<file path="config.mk">
export PLATFORM = sky130hd
export DESIGN_NAME = mdaa_front_flat
export DESIGN_NICKNAME = d
export VERILOG_FILES = /design/src/rtl/mdaa_pkg.sv /design/src/rtl/mdaa_req_if.sv /design/src/rtl/mdaa_front.sv /design/src/flat_wrapper.sv
export SDC_FILE = /design/constraint.sdc
export NUM_CORES = 1
export LEC_CHECK = 0
export BUFFER_PORTS_ARGS = -buffer_cell sky130_fd_sc_hd__buf_2
export CAP_MARGIN = 20
export CORE_MARGIN = 2
export CORE_UTILIZATION = 53
export CTS_BUF_LIST = sky130_fd_sc_hd__clkbuf_16
export DETAILED_ROUTE_END_ITERATION = 8
export GPL_TIMING_DRIVEN = 0
export PLACE_DENSITY = 0.87
export SLEW_MARGIN = 20
export SYNTH_ARGS = -nofsm -noshare
export SYNTH_HDL_FRONTEND = slang
export SYNTH_SLANG_ARGS = --single-unit
</file>
<file path="constraint.sdc">
create_clock -name i_clk -period 17.58 [get_ports i_clk]
set_clock_uncertainty 0.05 [all_clocks]
set_input_delay 3.516 -clock i_clk [delete_from_list [all_inputs] [get_ports i_clk]]
set_output_delay 3.516 -clock i_clk [all_outputs]
set_load 0.02 [all_outputs]
</file>
<file path="src/rtl/mdaa_pkg.sv">
package mdaa_pkg;

    localparam int MAX_DIMS    = 8;
    localparam int STORE_DEPTH = 4096;
    localparam int ELEM_WIDTH  = 32;
    localparam int ADDR_W      = $clog2(STORE_DEPTH);
    localparam int STRIDE_W    = ADDR_W + 1;
    localparam int DIM_W       = $clog2(MAX_DIMS);
    localparam int IDX_W       = 8;
    localparam int NDIM_REG_W  = 4;
    localparam int CFG_IDX_W   = 2;
    localparam int CFG_DATA_W  = MAX_DIMS * IDX_W;

    typedef enum logic [CFG_IDX_W-1:0] {
        CFG_NUM_DIMS   = 2'd0,
        CFG_DIM_BOUNDS = 2'd1
    } t_cfg_idx;

    typedef enum logic [1:0] {
        ST_OK       = 2'd0,
        ST_BOUNDS   = 2'd1,
        ST_OVERSIZE = 2'd2
    } t_status;

    typedef enum logic [1:0] {
        CS_IDLE,
        CS_INIT,
        CS_STEP
    } t_cfg_state;

    typedef enum logic [1:0] {
        FS_IDLE,
        FS_SCAN,
        FS_PUSH
    } t_front_state;

    // array geometry as seen by the front end
    typedef struct packed {
        logic [MAX_DIMS-1:0][STRIDE_W-1:0] stride;
        logic [MAX_DIMS-1:0][IDX_W-1:0]    bound;
        logic [DIM_W-1:0]                  last_dim;
        logic                              oversize;
        logic                              busy;
    } t_geom;

    typedef struct packed {
        logic                  is_write;
        logic [ELEM_WIDTH-1:0] wdata;
        logic [ADDR_W-1:0]     addr;
        t_status               status;
    } t_job;

    // index of the innermost dimension in use; zero acts as one, large values clamp
    function automatic logic [DIM_W-1:0] last_dim_of(input logic [NDIM_REG_W-1:0] n);
        logic [DIM_W-1:0] res;
        if (n == '0) begin
            res = '0;
        end else if (n > NDIM_REG_W'(MAX_DIMS)) begin
            res = DIM_W'(MAX_DIMS - 1);
        end else begin
            res = DIM_W'(n - 1'b1);
        end
        return res;
    endfunction

endpackage

</file>
<file path="src/rtl/mdaa_req_if.sv">
interface mdaa_req_if import mdaa_pkg::*; ();
    logic                     valid;
    logic                     ready;
    logic                     req_type;
    logic signed [ELEM_WIDTH-1:0] write_value;
    logic [IDX_W-1:0]         index_0;
    logic [IDX_W-1:0]         index_1;
    logic [IDX_W-1:0]         index_2;
    logic [IDX_W-1:0]         index_3;
    logic [IDX_W-1:0]         index_4;
    logic [IDX_W-1:0]         index_5;
    logic [IDX_W-1:0]         index_6;
    logic [IDX_W-1:0]         index_7;

    modport source (
        output valid, req_type, write_value,
        output index_0, index_1, index_2, index_3, index_4, index_5, index_6, index_7,
        input  ready
    );

    modport sink (
        input  valid, req_type, write_value,
        input  index_0, index_1, index_2, index_3, index_4, index_5, index_6, index_7,
        output ready
    );
endinterface

</file>
<file path="src/rtl/mdaa_front.sv">
module mdaa_front import mdaa_pkg::*; (
    input  logic       i_clk,
    input  logic       i_rst_n,
    mdaa_req_if.sink   req,
    input  t_geom      i_geom,
    input  logic       i_full,
    output logic       o_push,
    output t_job       o_job
);

    t_front_state                    r_state, n_state;
    logic [DIM_W-1:0]                r_d, n_d;
    logic                            r_is_write, n_is_write;
    logic [ELEM_WIDTH-1:0]           r_wdata, n_wdata;
    logic [MAX_DIMS-1:0][IDX_W-1:0]  r_idx, n_idx;
    logic [ADDR_W-1:0]               r_addr, n_addr;
    t_status                         r_status, n_status;
    logic [IDX_W-1:0]                ix;
    logic [ADDR_W-1:0]               mac;

    always_ff @(posedge i_clk) begin
        if (!i_rst_n) begin
            r_state <= FS_IDLE;
        end else begin
            r_state <= n_state;
        end
    end

    always_ff @(posedge i_clk) begin
        r_d        <= n_d;
        r_is_write <= n_is_write;
        r_wdata    <= n_wdata;
        r_idx      <= n_idx;
        r_addr     <= n_addr;
        r_status   <= n_status;
    end

    assign req.ready = (r_state == FS_IDLE) && !i_geom.busy;

    assign ix  = r_idx[r_d];
    // address wraps modulo the store size, which is exact whenever it is used
    assign mac = r_addr + ADDR_W'(i_geom.stride[r_d] * STRIDE_W'(ix));

    always_comb begin
        n_state    = r_state;
        n_d        = r_d;
        n_is_write = r_is_write;
        n_wdata    = r_wdata;
        n_idx      = r_idx;
        n_addr     = r_addr;
        n_status   = r_status;
        o_push     = 1'b0;
        case (r_state)
            FS_IDLE: begin
                if (req.valid && req.ready) begin
                    n_is_write = req.req_type;
                    n_wdata    = req.write_value;
                    n_idx[0]   = req.index_0;
                    n_idx[1]   = req.index_1;
                    n_idx[2]   = req.index_2;
                    n_idx[3]   = req.index_3;
                    n_idx[4]   = req.index_4;
                    n_idx[5]   = req.index_5;
                    n_idx[6]   = req.index_6;
                    n_idx[7]   = req.index_7;
                    n_d        = '0;
                    n_addr     = '0;
                    n_state    = FS_SCAN;
                end
            end
            FS_SCAN: begin
                // one dimension per cycle, outermost first
                if (i_geom.oversize) begin
                    n_status = ST_OVERSIZE;
                    n_addr   = '0;
                    n_state  = FS_PUSH;
                end else if (ix >= i_geom.bound[r_d]) begin
                    n_status = ST_BOUNDS;
                    n_addr   = '0;
                    n_state  = FS_PUSH;
                end else begin
                    n_addr = mac;
                    if (r_d == i_geom.last_dim) begin
                        n_status = ST_OK;
                        n_state  = FS_PUSH;
                    end else begin
                        n_d = r_d + 1'b1;
                    end
                end
            end
            FS_PUSH: begin
                o_push = !i_full;
                if (!i_full) begin
                    n_state = FS_IDLE;
                end
            end
            default: n_state = FS_IDLE;
        endcase
    end

    assign o_job.is_write = r_is_write;
    assign o_job.wdata    = r_wdata;
    assign o_job.addr     = r_addr;
    assign o_job.status   = r_status;

endmodule

</file>
<file path="src/flat_wrapper.sv">
// flat-port wrapper written by rule: the top's interface ports become plain ports
module mdaa_front_flat import mdaa_pkg::*;
  (i_clk, i_rst_n, i_geom, i_full, o_push, o_job, req_valid, req_req_type, req_write_value, req_index_0, req_index_1, req_index_2, req_index_3, req_index_4, req_index_5, req_index_6, req_index_7, req_ready);
  mdaa_req_if req_i ();
  input  logic i_clk;
  input  logic i_rst_n;
  input  t_geom i_geom;
  input  logic i_full;
  output logic o_push;
  output t_job o_job;
  input wire logic [$bits(req_i.valid)-1:0] req_valid;
  input wire logic [$bits(req_i.req_type)-1:0] req_req_type;
  input wire logic [$bits(req_i.write_value)-1:0] req_write_value;
  input wire logic [$bits(req_i.index_0)-1:0] req_index_0;
  input wire logic [$bits(req_i.index_1)-1:0] req_index_1;
  input wire logic [$bits(req_i.index_2)-1:0] req_index_2;
  input wire logic [$bits(req_i.index_3)-1:0] req_index_3;
  input wire logic [$bits(req_i.index_4)-1:0] req_index_4;
  input wire logic [$bits(req_i.index_5)-1:0] req_index_5;
  input wire logic [$bits(req_i.index_6)-1:0] req_index_6;
  input wire logic [$bits(req_i.index_7)-1:0] req_index_7;
  output wire logic [$bits(req_i.ready)-1:0] req_ready;
  assign req_i.valid = req_valid;
  assign req_i.req_type = req_req_type;
  assign req_i.write_value = req_write_value;
  assign req_i.index_0 = req_index_0;
  assign req_i.index_1 = req_index_1;
  assign req_i.index_2 = req_index_2;
  assign req_i.index_3 = req_index_3;
  assign req_i.index_4 = req_index_4;
  assign req_i.index_5 = req_index_5;
  assign req_i.index_6 = req_index_6;
  assign req_i.index_7 = req_index_7;
  assign req_ready = req_i.ready;
  mdaa_front u_core (.i_clk(i_clk), .i_rst_n(i_rst_n), .req(req_i), .i_geom(i_geom), .i_full(i_full), .o_push(o_push), .o_job(o_job));
endmodule
</file>
After elaboration in Yosys (flattened, before gate mapping)
Cells that the tools add are included.

storage, ports and cells
  flip-flop bits (word level) = 116
  input bits = 274
  output and inout bits = 49
  word-level logic and storage cells = 64

operators by class
  add/subtract/negate cells = 2
  $mul = 1
  order comparisons = 2
  equal/unequal tests = 9
  multiplexer cells = 24
  reductions and logical operators = 12

operators with widths
  kind                   count
  $bmux W8 S3            2
  $bmux W13 S3           1
  $mux W12               3
  $pmux W12 S2           1
  $mux W8                2
  $mux W2                7
  $mul A13 B8 Y12        1
  $mux W13               1
  $add A12 B12 Y12       1
  $mux W3                4
  $ne A2 B2 Y1 const B   5
  $ge A8 B8 Y1           1
  $pmux W2 S3            1
  $pmux W3 S2            1
  $reduce_and A2 Y1      3
  $reduce_and A5 Y1      1
  $lt A3 B4 Y1 const B   1
  $ne A4 B2 Y1 const B   1
  $add A3 B1 Y3 const B  1
  $eq A3 B3 Y1           1
  $reduce_and A3 Y1      1
  $reduce_bool A3 Y1     1
  $eq A2 B1 Y1 const B   1
  $eq A2 B2 Y1 const B   1
  other kinds (5)        7

Depth between registers and ports, before layout
Gate-level depths: netlist (run 1).

  depth after elaboration = 7
  mapped depth = 24
  mapped depth without buffers = 20

Worst setup path before layout (run 1)
No wires, ideal clock.

  path type = in2reg
  start = in i_geom[86] (netlist name)
  end = reg u_core.r_addr[11], data pin
  setup time = 269 ps
  arrival = 7706 ps
  path slack = 9555 ps
  cell stages on the path = 18
  path buffers = 0
  cells stage by stage = mux4_1 mux2_2 nor2b_1 fa_1 inv_1 fa_1 inv_1 fa_1 inv_1 fa_1 inv_1 ha_1 nand2_1 o21ai_0 o41ai_1 xnor2_1 xnor2_1 nor2_1

on the way
  longest elaborated chain between the ends = 7

ends and longest elaborated chain
  item                            RTL line           text
  from (decl)                     flat_wrapper.sv:7  input t_geom i_geom;
  $bmux W13 S3                    mdaa_front.sv:42   assign mac = r_addr + ADDR_W'(i_geom.stride[r_d] * STRIDE_W'(ix));
  $mux W13 (implied by the code)  mdaa_front.sv:42
  $mul A13 B8 Y12                 mdaa_front.sv:42
  $add A12 B12 Y12                mdaa_front.sv:42
  $mux W12                        mdaa_front.sv:77   end else if (ix >= i_geom.bound[r_d]) begin
  $mux W12                        mdaa_front.sv:73   if (i_geom.oversize) begin
  $pmux W12 S2                    mdaa_front.sv:53   case (r_state)
  to (signal assigned)            mdaa_front.sv:34   r_addr <= n_addr;
  to (decl)                       mdaa_front.sv:16   logic [ADDR_W-1:0] r_addr, n_addr;

Every way passes these cells. The select of a mux whose other input is x is not followed.
A chain may end at the register's enable or synchronous reset.

Worst setup path in the final report (run 1)
  start = in i_geom[148] (netlist name)
  end = reg u_core.r_addr[11], data pin

Same word-level chain as after synthesis.

==> results of run 1 <==
placed cells by master (no fill, tap or decap), types with 4 or more instances in the layout:
| cell type | Yosys | final |
|---|---|---|
| buf_2 | 12 | 326 |
| edfxtp_1 | 114 | 114 |
| inv_1 | 78 | 78 |
| nand2_1 | 49 | 49 |
| fa_1 | 46 | 46 |
| mux4_2 | 44 | 44 |
| nor2_1 | 30 | 30 |
| ha_1 | 30 | 30 |
| clkbuf_16 | 0 | 17 |
| xnor2_1 | 16 | 16 |
| mux2_2 | 14 | 14 |
| mux2i_1 | 12 | 12 |
| mux4_1 | 11 | 11 |
| a21oi_1 | 9 | 9 |
| nand3_1 | 9 | 9 |
| xor2_1 | 8 | 8 |
| o21ai_0 | 6 | 6 |
| nor2b_1 | 5 | 5 |
| and2_1 | 5 | 5 |
| nor3_1 | 5 | 5 |
| o21ai_1 | 5 | 5 |
| and3_1 | 5 | 5 |
| diode_2 | 0 | 4 |
| nand2b_1 | 4 | 4 |
| buf_6 | 4 | 4 |
| clkinv_2 | 0 | 4 |
path summary, 6_finish.rpt:
path	slack, ps	to	cells past startpoint	from
setup / recovery	9330	u_core.r_addr[11]$_SDFFCE_PP0P_	20	i_geom[148]
hold / removal	630	u_core.r_state[1]$_SDFFE_PN0P_	2	u_core.r_state[0]$_SDFFE_PN0P_
setup reg to reg	10980	u_core.r_addr[11]$_SDFFCE_PP0P_	22	u_core.r_d[0]$_SDFFCE_PN0P_
hold reg to reg	630	u_core.r_state[1]$_SDFFE_PN0P_	2	u_core.r_state[0]$_SDFFE_PN0P_
per-stage QoR:
step	area, sq um	setup WS, ps
after floorplan	7760	9560
after global placement	9560	9060
after detailed placement	9590	8970
after CTS	10200	9400
after global routing	10200	8950
final	10200	9330
cells by family (layout without fill, tap and decap cells):
logic type | count (synthesis) | after routing | synth area share
fa+ha+maj | 76 | 76 | 0.167
buf+inv | 97 | 443 | 0.0558
xor+xnor | 26 | 26 | 0.0313
compound gates | 31 | 31 | 0.0240
simple gates | 119 | 119 | 0.0693
other cells | 0 | 4 | 0
flops | 116 | 116 | 0.446
mux | 83 | 83 | 0.206
layer usage:
| layer | vias up | global-route usage | wire length, microns | share of wire |
|---|---|---|---|---|
| met2 | 377 | 0.577 | 12800 | 0.53 |
| met5 | - | 0 | 17 | 0.00070 |
| met4 | 2 | 0.133 | 828 | 0.034 |
| li1 | 2651 | - | - | - |
| met3 | 71 | 0.0963 | 2140 | 0.089 |
| met1 | 3036 | 0.353 | 8320 | 0.34 |
state kept, by name (all words and copies together) (netlist names):
register,count
u_core.r_addr,12
u_core.r_is_write,1
u_core.r_status,2
u_core.r_state,2
u_core.r_d,3
u_core.r_wdata,32
u_core.r_idx,64
cell type report:
type / count / area, sq um / share of cell area
inverters: 78 / 295 / 0.0290
flip-flops and latches: 116 / 3460 / 0.340
plain buffers: 19 / 140 / 0.0137
repair buffers: 315 / 1600 / 0.157
clock buffers: 17 / 425 / 0.0417
clock inverters: 14 / 163 / 0.0160
diodes: 4 / 10.0 / 0.000982
multi-input cells: 335 / 3870 / 0.379
well taps: 184 / 230 / 0.0226
power groups by stage:
stage	sequential, mW	combinational, mW	clock, mW
2_1_floorplan	0.345	0.561	0
3_3_place_gp	0.337	0.688	0
3_5_place_dp	0.337	0.725	0
4_1_cts	0.332	0.730	0.352
5_1_grt	0.333	0.837	0.365
6_report	0.332	0.729	0.351
worst max-delay path, delay by kind of cell:
kind / cells / cell delay, ps
multiplexers: 2 / 990
adder cells (fa/ha/maj): 6 / 2150
AO/OA/AOI/OAI: 3 / 780
AND/OR/NAND/NOR: 4 / 380
buffers and inverters: 3 / 220
XOR/XNOR: 2 / 330
==> flow_summary_export.csv, run 1 <==
group,metric,value,unit
status,status,"finished, final reports clean",
sta,post-route-min-period,8250,ps
synth,synth_top_cell_area_share,0.441,
synth,yosysTopAreaCell,"edfxtp_1",
routing,first_iter_violations,522,
synth,yosysMostFrequentCell,"edfxtp_1",
cts,cts_buffer_depth,2,
sta,fin_hold_ws,629,ps
placed_design,dp.cells,1047,
power_and_ir_drop,p_sw_frac,0.372,
finish,syn2layout_area_growth,31.3,%
synth,synth.distinct_cells,43,
cts,clock_sinks,116,
worst_setup_path,crit_fanout,6,
sta,fin_tns_setup,0,ps
synth,async_flop_share,0,
global_route,track_usage,0.320,
global_route,grt.overflow.total,0,
routing,vias,6137,
synth,synth-edff-count,114,
finish,stdcell_count,1082,
worst_setup_path,crit_top_cell,"nor2_1",
worst_setup_path,slowest_stage,"mux2i_1",
global_route,grt_max_degree,58,
power_and_ir_drop,ir_worst_vdd,0.000129,V
synth,synthesis.area,7760,sq um
cts,htreeDepth,4,
power_and_ir_drop,p_seq_frac,0.235,
synth,yosysSeqAreaShare,0.446,
sta,tightest_slew,760,ps
sta,drv_slew,0,
routing,dr.pass1.iters,5,
global_route,grt_pass1_wl,37100,microns
synth,synth_area_leaders,"edfxtp_1, mux4_2, fa_1",
power_and_ir_drop,power.total,1.41,mW
synth,synth_warnings,0,
sta,period_share,0.469,
worst_setup_path,cp-end-kind,"flip-flop",
worst_setup_path,cp.required,17680,ps
synth,synth-seq-cells,116,
cts,cts.clk_slew.worst_paths,60,ps
global_route,first_global_vias,6859,
cts,cts-root-buf,"clkbuf_16",
synth,syn_nets,898,
finish,layout.nets,1232,
sta,fmax,121,MHz
floorplan,ios,323,
routing,drc,0,
sta,setup_viol,0,
routing,drtAntennaViolNets,0,
global_route,antenna_found_initial,5,
cts,cts_tree,"built",
placed_design,io_buffers,314,
routing,wl_per_cell,22.3,microns
synth,yosys_most_used_dff,"edfxtp_1",
routing,vias_per_cell,5.67,
power_and_ir_drop,power_density,139,nW/um^2
floorplan,rows,44,
cts,insertion_delay,430,ps
worst_setup_path,path_cells,"buf_2 -> mux4_2 -> mux2i_1 -> nor2_1 -> fa_1 -> ha_1 -> ha_1 -> inv_1 -> fa_1 -> inv_1 -> ha_1 -> fa_1 -> a21oi_1 -> nor2_1 -> nor2_1 -> o21ai_0 -> o41ai_1 -> xnor2_1 -> xnor2_1 -> nor2_1",
cts,post_cts_resize_count,0,
power_and_ir_drop,p_leak,4.59,nW
synth,yosys-top-cells-count,"edfxtp_1, inv_1, nand2_1, fa_1, mux4_2",
sta,final-hold-violation-count,0,
flow_run,maxCapViolCount,0,
cts,cts_hold_buffers,0,
worst_setup_path,arrival,8350,ps
cts,post-cts-setup-buffers,0,
worst_setup_path,start_kind,"primary input",
power_and_ir_drop,pwr-share-clk,0.249,
floorplan,design.core.area,14400,sq um
cts,cts_inserted_buffers,17,
power_and_ir_drop,switching_power,526,uW
power_and_ir_drop,intPower,886,uW
finish,drive_gt1_frac,0.483,
finish,final_core_util,0.707,
placed_design,dp_hpwl,18600,microns
hold_path,hold_class,"flip-flop to flip-flop",
floorplan,start_util,0.538,
routing,wl,24100,microns
floorplan,fp.dieArea,15600,sq um
worst_setup_path,critPathKind,"primary input to flip-flop",
sta,max-slew-margin-rel,0.489,
finish,fill_cells,996,
synth,syn_avg_cell_area,14.2,sq um
floorplan,die_y,125,microns
placed_design,place.gp.congestion,0.895,
synth,synth_cells,548,
power_and_ir_drop,pwr-share-comb,0.516,
worst_setup_path,cpPeakStageDelay,530,ps
sta,rsz0062_at_grt,"false",
floorplan,dieWidth,125,microns
No activity file was read; power rests on OpenSTA's default activity.
==> run 2, diff against run 1 <==
--- a/config.mk
+++ b/config.mk
@@ -8,11 +8,11 @@
 export BUFFER_PORTS_ARGS = -buffer_cell sky130_fd_sc_hd__buf_2
 export CAP_MARGIN = 20
 export CORE_MARGIN = 2
-export CORE_UTILIZATION = 53
+export CORE_UTILIZATION = 49
 export CTS_BUF_LIST = sky130_fd_sc_hd__clkbuf_16
 export DETAILED_ROUTE_END_ITERATION = 8
 export GPL_TIMING_DRIVEN = 0
-export PLACE_DENSITY = 0.87
+export PLACE_DENSITY = 0.81
 export SLEW_MARGIN = 20
 export SYNTH_ARGS = -nofsm -noshare
 export SYNTH_HDL_FRONTEND = slang
==> constraint.sdc (replaced) <==
create_clock -name i_clk -period 7.7 [get_ports i_clk]
set_clock_uncertainty 0.05 [all_clocks]
set_input_delay 1.54 -clock i_clk [delete_from_list [all_inputs] [get_ports i_clk]]
set_output_delay 1.54 -clock i_clk [all_outputs]
set_load 0.02 [all_outputs]
==> flow_summary_export.csv, run 2 (same netlist as run 1, synthesis figures left out) <==
group,metric,value,unit
power_and_ir_drop,ir_worst_vdd,0.000237,V
floorplan,fp.dieArea,16900,sq um
placed_design,place.gp.congestion,0.852,
worst_setup_path,cp-end-kind,"flip-flop",
worst_setup_path,crit_fanout,10,
routing,first_iter_violations,238,
worst_setup_path,cp_num_buf_inv,8,
cts,cts.clk_slew.worst_paths,60,ps
placed_design,dpl_cell_area,9630,sq um
sta,post-route-min-period,6620,ps
power_and_ir_drop,p_seq_frac,0.234,
sta,tightest_slew,789,ps
power_and_ir_drop,power.total,3.24,mW
worst_setup_path,cp.required,7800,ps
placed_design,dp_hpwl,18400,microns
power_and_ir_drop,intPower,2.01,mW
sta,max-slew-margin-rel,0.470,
cts,post-cts-setup-buffers,0,
cts,cts_buffer_depth,2,
global_route,track_usage,0.278,
global_route,grt.overflow.total,0,
routing,vias_per_cell,5.36,
finish,final_common_cell,"buf_2",
sta,drv_slew,0,
global_route,antenna_found_initial,4,
worst_setup_path,reg2reg_from,"u_core.r_d[0]$_SDFFCE_PN0P_",
power_and_ir_drop,switching_power,1.22,mW
finish,stdcell_area,10300,sq um
global_route,grt_max_degree,63,
finish,syn2layout_area_growth,32.1,%
worst_setup_path,cpPeakStageDelay,650,ps
worst_setup_path,critPathKind,"flip-flop to flip-flop",
status,status,"finished, final reports clean",
sta,period_share,0.859,
floorplan,rows,46,
sta,fin_tns_setup,0,ps
worst_setup_path,r2r_slack,1080,ps
cts,cts_inserted_buffers,17,
worst_setup_path,path_cells,"buf_6 -> buf_12 -> buf_2 -> buf_2 -> mux2i_1 -> inv_1 -> and2_1 -> fa_1 -> fa_1 -> inv_1 -> fa_1 -> fa_1 -> inv_1 -> ha_1 -> inv_1 -> nor2_1 -> nor2_1 -> o21ai_0 -> o41ai_1 -> xnor2_1 -> xnor2_1 -> nor2_1",
cts,clock_sinks,116,
finish,regMostFlops,"u_core.r_idx",
worst_setup_path,slowest_stage,"mux2i_1",
cts,cts_hold_buffers,0,
routing,wl,22900,microns
worst_setup_path,rr_endpoint,"u_core.r_addr[11]$_SDFFCE_PP0P_",
power_and_ir_drop,p_sw_frac,0.378,
cts,htreeDepth,4,
routing,vias,5969,
hold_path,hold_path_end,"u_core.r_state[1]$_SDFFE_PN0P_",
sta,setup_viol,0,
worst_setup_path,arrival,6720,ps
floorplan,start_util,0.496,
cts,cts-root-buf,"clkbuf_16",
routing,dr.pass1.iters,5,
hold_path,hold_class,"flip-flop to flip-flop",
worst_setup_path,r2r_cells,22,
placed_design,io_buffers,314,
routing,wl_per_cell,20.6,microns
sta,fin_hold_ws,616,ps
routing,drtAntennaViolNets,0,
power_and_ir_drop,pwr-share-comb,0.512,
floorplan,dieWidth,130,microns
finish,largestRegisters,"u_core.r_idx (64), u_core.r_wdata (32), u_core.r_addr (12)",
sta,final-hold-violation-count,0,
hold_path,min_from,"u_core.r_state[1]$_SDFFE_PN0P_",
finish,largest_reg_flops,64,
global_route,grt_pass1_wl,33500,microns
floorplan,design.core.area,15700,sq um
hold_path,whs_path_depth,2,
finish,drive_gt1_frac,0.485,
power_and_ir_drop,power_density,316,nW/um^2
sta,fmax,151,MHz
power_and_ir_drop,pwr-share-clk,0.254,
cts,post_cts_resize_count,0,
cts,cts_tree,"built",
routing,drc,0,
floorplan,die_y,130,microns
sta,rsz0062_at_grt,"false",
power_and_ir_drop,p_leak,4.60,nW
worst_setup_path,crit_family,"adder cells",
global_route,first_global_vias,6402,
finish,final_cell_mix,"buf_2, edfxtp_1, inv_1",
cts,insertion_delay,430,ps
worst_setup_path,start_kind,"flip-flop",
worst_setup_path,startpoint,"u_core.r_d[0]$_SDFFCE_PN0P_",
floorplan,ios,323,
flow_run,maxCapViolCount,0,
finish,layout.nets,1232,
## run 2: cell count changes in the layout (fill, tap and decap cells not counted)
cell / before / now
clkinvlp_4: 3 / 2
bufinv_16: 3 / 2
inv_8: 0 / 6
diode_2: 4 / 2
inv_6: 2 / 3
clkinv_2: 4 / 0
inv_1: 78 / 77
clkinv_4: 1 / 2
## run 2: worst register-to-register path, cell delays in order, from the launching register on
cell,delay (ps)
edfxtp_1,410
buf_6,210
buf_12,180
buf_2,310
buf_2,450
mux2i_1,650
inv_1,280
and2_1,240
fa_1,440
fa_1,490
inv_1,50
fa_1,500
fa_1,490
inv_1,40
ha_1,260
inv_1,100
nor2_1,60
nor2_1,200
o21ai_0,180
o41ai_1,380
xnor2_1,190
xnor2_1,130
nor2_1,50
## run 2: layout make-up
class                      count  area (sq um)
multi-input combinational    335          3870
clock inverter                15           186
buffer                        19           140
fill                        1174          5400
tap                          216           270
timing repair buffer         315          1600
sequential                   116          3460
clock buffer                  17           425
inverter                      78           295
antenna                        2          5.00
## run 2: worst max path at each step
stage / cells after the start / to / slack [ps]
3_5_place_dp: 22 / u_core.r_addr[11]$_SDFFCE_PP0P_ / 1100
5_1_grt: 22 / u_core.r_addr[11]$_SDFFCE_PP0P_ / 690
3_3_place_gp: 22 / u_core.r_addr[11]$_SDFFCE_PP0P_ / 1200
2_1_floorplan: 18 / u_core.r_addr[11]$_SDFFCE_PP0P_ / 1650
6_report: 22 / u_core.r_addr[11]$_SDFFCE_PP0P_ / 1080
4_1_cts: 22 / u_core.r_addr[11]$_SDFFCE_PP0P_ / 1090
## run 2: power by group through the flow
stage	registers (mW)	logic (mW)	clock network, mW
floorplan	0.787	1.28	0
global placement	0.770	1.58	0
detailed placement	0.768	1.65	0
CTS	0.756	1.66	0.833
global route	0.759	1.89	0.851
finish	0.756	1.66	0.823
## run 2: stage by stage
stage                     cells  utilization  worst slack (ps)
after global routing       1113        0.655               689
final                      1113        0.655              1080
after global placement     1078        0.613              1200
after detailed placement   1079        0.615              1100
after CTS                  1111        0.654              1090
after floorplan             548            -              1650
## run 2: per-layer routing
metal,part of all wire,global-route usage
met5,0.0011,0
met4,0.033,0.116
met3,0.089,0.0898
met2,0.54,0.512
met1,0.33,0.292
==> run 3, diff against run 2 <==
--- a/config.mk
+++ b/config.mk
@@ -8,11 +8,11 @@
 export BUFFER_PORTS_ARGS = -buffer_cell sky130_fd_sc_hd__buf_2
 export CAP_MARGIN = 20
 export CORE_MARGIN = 2
-export CORE_UTILIZATION = 49
-export CTS_BUF_LIST = sky130_fd_sc_hd__clkbuf_16
+export CORE_UTILIZATION = 50
+export CTS_BUF_LIST = sky130_fd_sc_hd__clkbuf_4
 export DETAILED_ROUTE_END_ITERATION = 8
 export GPL_TIMING_DRIVEN = 0
-export PLACE_DENSITY = 0.81
+export PLACE_DENSITY = 0.83
 export SLEW_MARGIN = 20
 export SYNTH_ARGS = -nofsm -noshare
 export SYNTH_HDL_FRONTEND = slang
==> flow_summary_export.csv, run 3 (same netlist as run 1, synthesis figures left out) <==
group,metric,value,unit
placed_design,dp_hpwl,18000,microns
floorplan,design.core.area,15200,sq um
floorplan,die_y,129,microns
global_route,first_global_vias,6244,
sta,final-hold-violation-count,0,
power_and_ir_drop,power_density,285,nW/um^2
finish,layout.nets,1232,
placed_design,io_buffers,314,
sta,period_share,0.827,
finish,final_cell_mix,"buf_2, edfxtp_1, inv_1",
power_and_ir_drop,pwr-share-comb,0.585,
floorplan,rows,45,
sta,max-slew-margin-rel,0.504,
routing,drtAntennaViolNets,0,
routing,drc,0,
status,status,"finished, final reports clean",
cts,insertion_delay,530,ps
sta,post-route-min-period,6360,ps
worst_setup_path,cp-end-kind,"flip-flop",
finish,regMostFlops,"u_core.r_idx",
finish,largest_reg_flops,64,
power_and_ir_drop,switching_power,1.14,mW
global_route,gr-usage-met1,0.298,
worst_setup_path,critPathKind,"flip-flop to flip-flop",
worst_setup_path,arrival,6570,ps
sta,setup_viol,0,
routing,vias_per_cell,5.40,
global_route,met3_usage,0.0744,
finish,stdcell_area,9870,sq um
worst_setup_path,start_kind,"flip-flop",
cts,cts.clk_slew.worst_paths,120,ps
global_route,grt_use_met2,0.499,
cts,cts_inserted_buffers,17,
cts,htreeDepth,4,
routing,dr.pass1.iters,4,
finish,final_common_cell,"buf_2",
global_route,busiest_layer,"met2",
power_and_ir_drop,pwr-share-clk,0.147,
hold_path,hold_class,"flip-flop to flip-flop",
global_route,grt_pass1_wl,31900,microns
routing,first_iter_violations,329,
routing,wl,21700,microns
flow_run,maxCapViolCount,0,
routing,vias,5873,
global_route,grt.overflow.total,0,
sta,drv_slew,0,
placed_design,dpl_cell_area,9600,sq um
cts,clock_sinks,116,
power_and_ir_drop,p_leak,4.42,nW
floorplan,dieWidth,129,microns
power_and_ir_drop,intPower,1.68,mW
power_and_ir_drop,p_sw_frac,0.405,
placed_design,place.gp.congestion,0.893,
cts,cts_buffer_depth,2,
worst_setup_path,r2r_cells,22,
finish,syn2layout_area_growth,27.1,%
global_route,grt_max_degree,63,
finish,drive_gt1_frac,0.483,
finish,largestRegisters,"u_core.r_idx (64), u_core.r_wdata (32), u_core.r_addr (12)",
worst_setup_path,crit_fanout,10,
hold_path,whs_path_depth,2,
floorplan,fp.dieArea,16500,sq um
routing,wl_per_cell,20.0,microns
worst_setup_path,cp.required,7900,ps
cts,cts-root-buf,"clkbuf_4",
sta,fin_tns_setup,0,ps
power_and_ir_drop,ir_worst_vdd,0.000363,V
power_and_ir_drop,p_seq_frac,0.268,
sta,fmax,157,MHz
cts,cts_tree,"built",
global_route,antenna_found_initial,5,
global_route,track_usage,0.269,
cts,cts_hold_buffers,0,
sta,rsz0062_at_grt,"false",
cts,post_cts_resize_count,0,
cts,post-cts-setup-buffers,0,
floorplan,ios,323,
sta,tightest_slew,724,ps
floorplan,start_util,0.511,
[run 3: path summary, 6_finish.rpt]
| check | startpoint | endpoint | slack, ps |
|---|---|---|---|
| setup reg to reg | u_core.r_d[0]$_SDFFCE_PN0P_ | u_core.r_addr[11]$_SDFFCE_PP0P_ | 1340 |
| hold reg to reg | u_core.r_state[1]$_SDFFE_PN0P_ | u_core.r_state[1]$_SDFFE_PN0P_ | 610 |
| hold / removal | u_core.r_state[1]$_SDFFE_PN0P_ | u_core.r_state[1]$_SDFFE_PN0P_ | 610 |
| setup / recovery | u_core.r_d[0]$_SDFFCE_PN0P_ | u_core.r_addr[11]$_SDFFCE_PP0P_ | 1340 |
[run 3: cell type report]
class	instances	area, sq um
flip-flops and latches	116	3460
clock buffers	17	128
inverters	78	295
plain buffers	19	140
repair buffers	315	1600
multi-input cells	335	3870
well taps	188	235
fillers	1146	5330
diodes	4	10.0
clock inverters	15	131
[run 3: routing by layer]
| layer | vias to the layer above | part of all wire |
|---|---|---|
| met1 | 2878 | 0.35 |
| li1 | 2654 | - |
| met3 | 42 | 0.081 |
| met2 | 297 | 0.54 |
| met5 | - | 0.00060 |
| met4 | 2 | 0.028 |
[run 3: through the flow]
stage / total power [mW] / worst slack, ps / util / hold WS (ps) / std cells
floorplan: 2.07 / 1650 / - / 545 / 548
global placement: 2.34 / 1130 / 0.629 / 582 / 1050
detailed placement: 2.41 / 1060 / 0.631 / 584 / 1051
CTS: 2.82 / 1240 / 0.648 / 610 / 1083
global route: 3.09 / 879 / 0.649 / 651 / 1087
finish: 2.81 / 1340 / 0.649 / 613 / 1087
[run 3: power by group through the flow]
stage | Clock [mW] | Combinational [mW] | Sequential [mW]
after floorplan | 0 | 1.28 | 0.787
final | 0.413 | 1.65 | 0.754
after detailed placement | 0 | 1.64 | 0.768
after global routing | 0.444 | 1.89 | 0.758
after global placement | 0 | 1.57 | 0.770
after CTS | 0.422 | 1.65 | 0.754
[run 3: critical path, cell delays in order (launching register included)]
cell and delay (ps):
edfxtp_1 450, buf_6 210, buf_12 170, buf_2 300, buf_2 370, mux2i_1 520
inv_1 270, and2_1 230, fa_1 460, fa_1 490, inv_1 50, fa_1 490
fa_1 490, inv_1 40, ha_1 260, inv_1 100, nor2_1 60, nor2_1 150
o21ai_0 180, o41ai_1 380, xnor2_1 180, xnor2_1 130, nor2_1 50
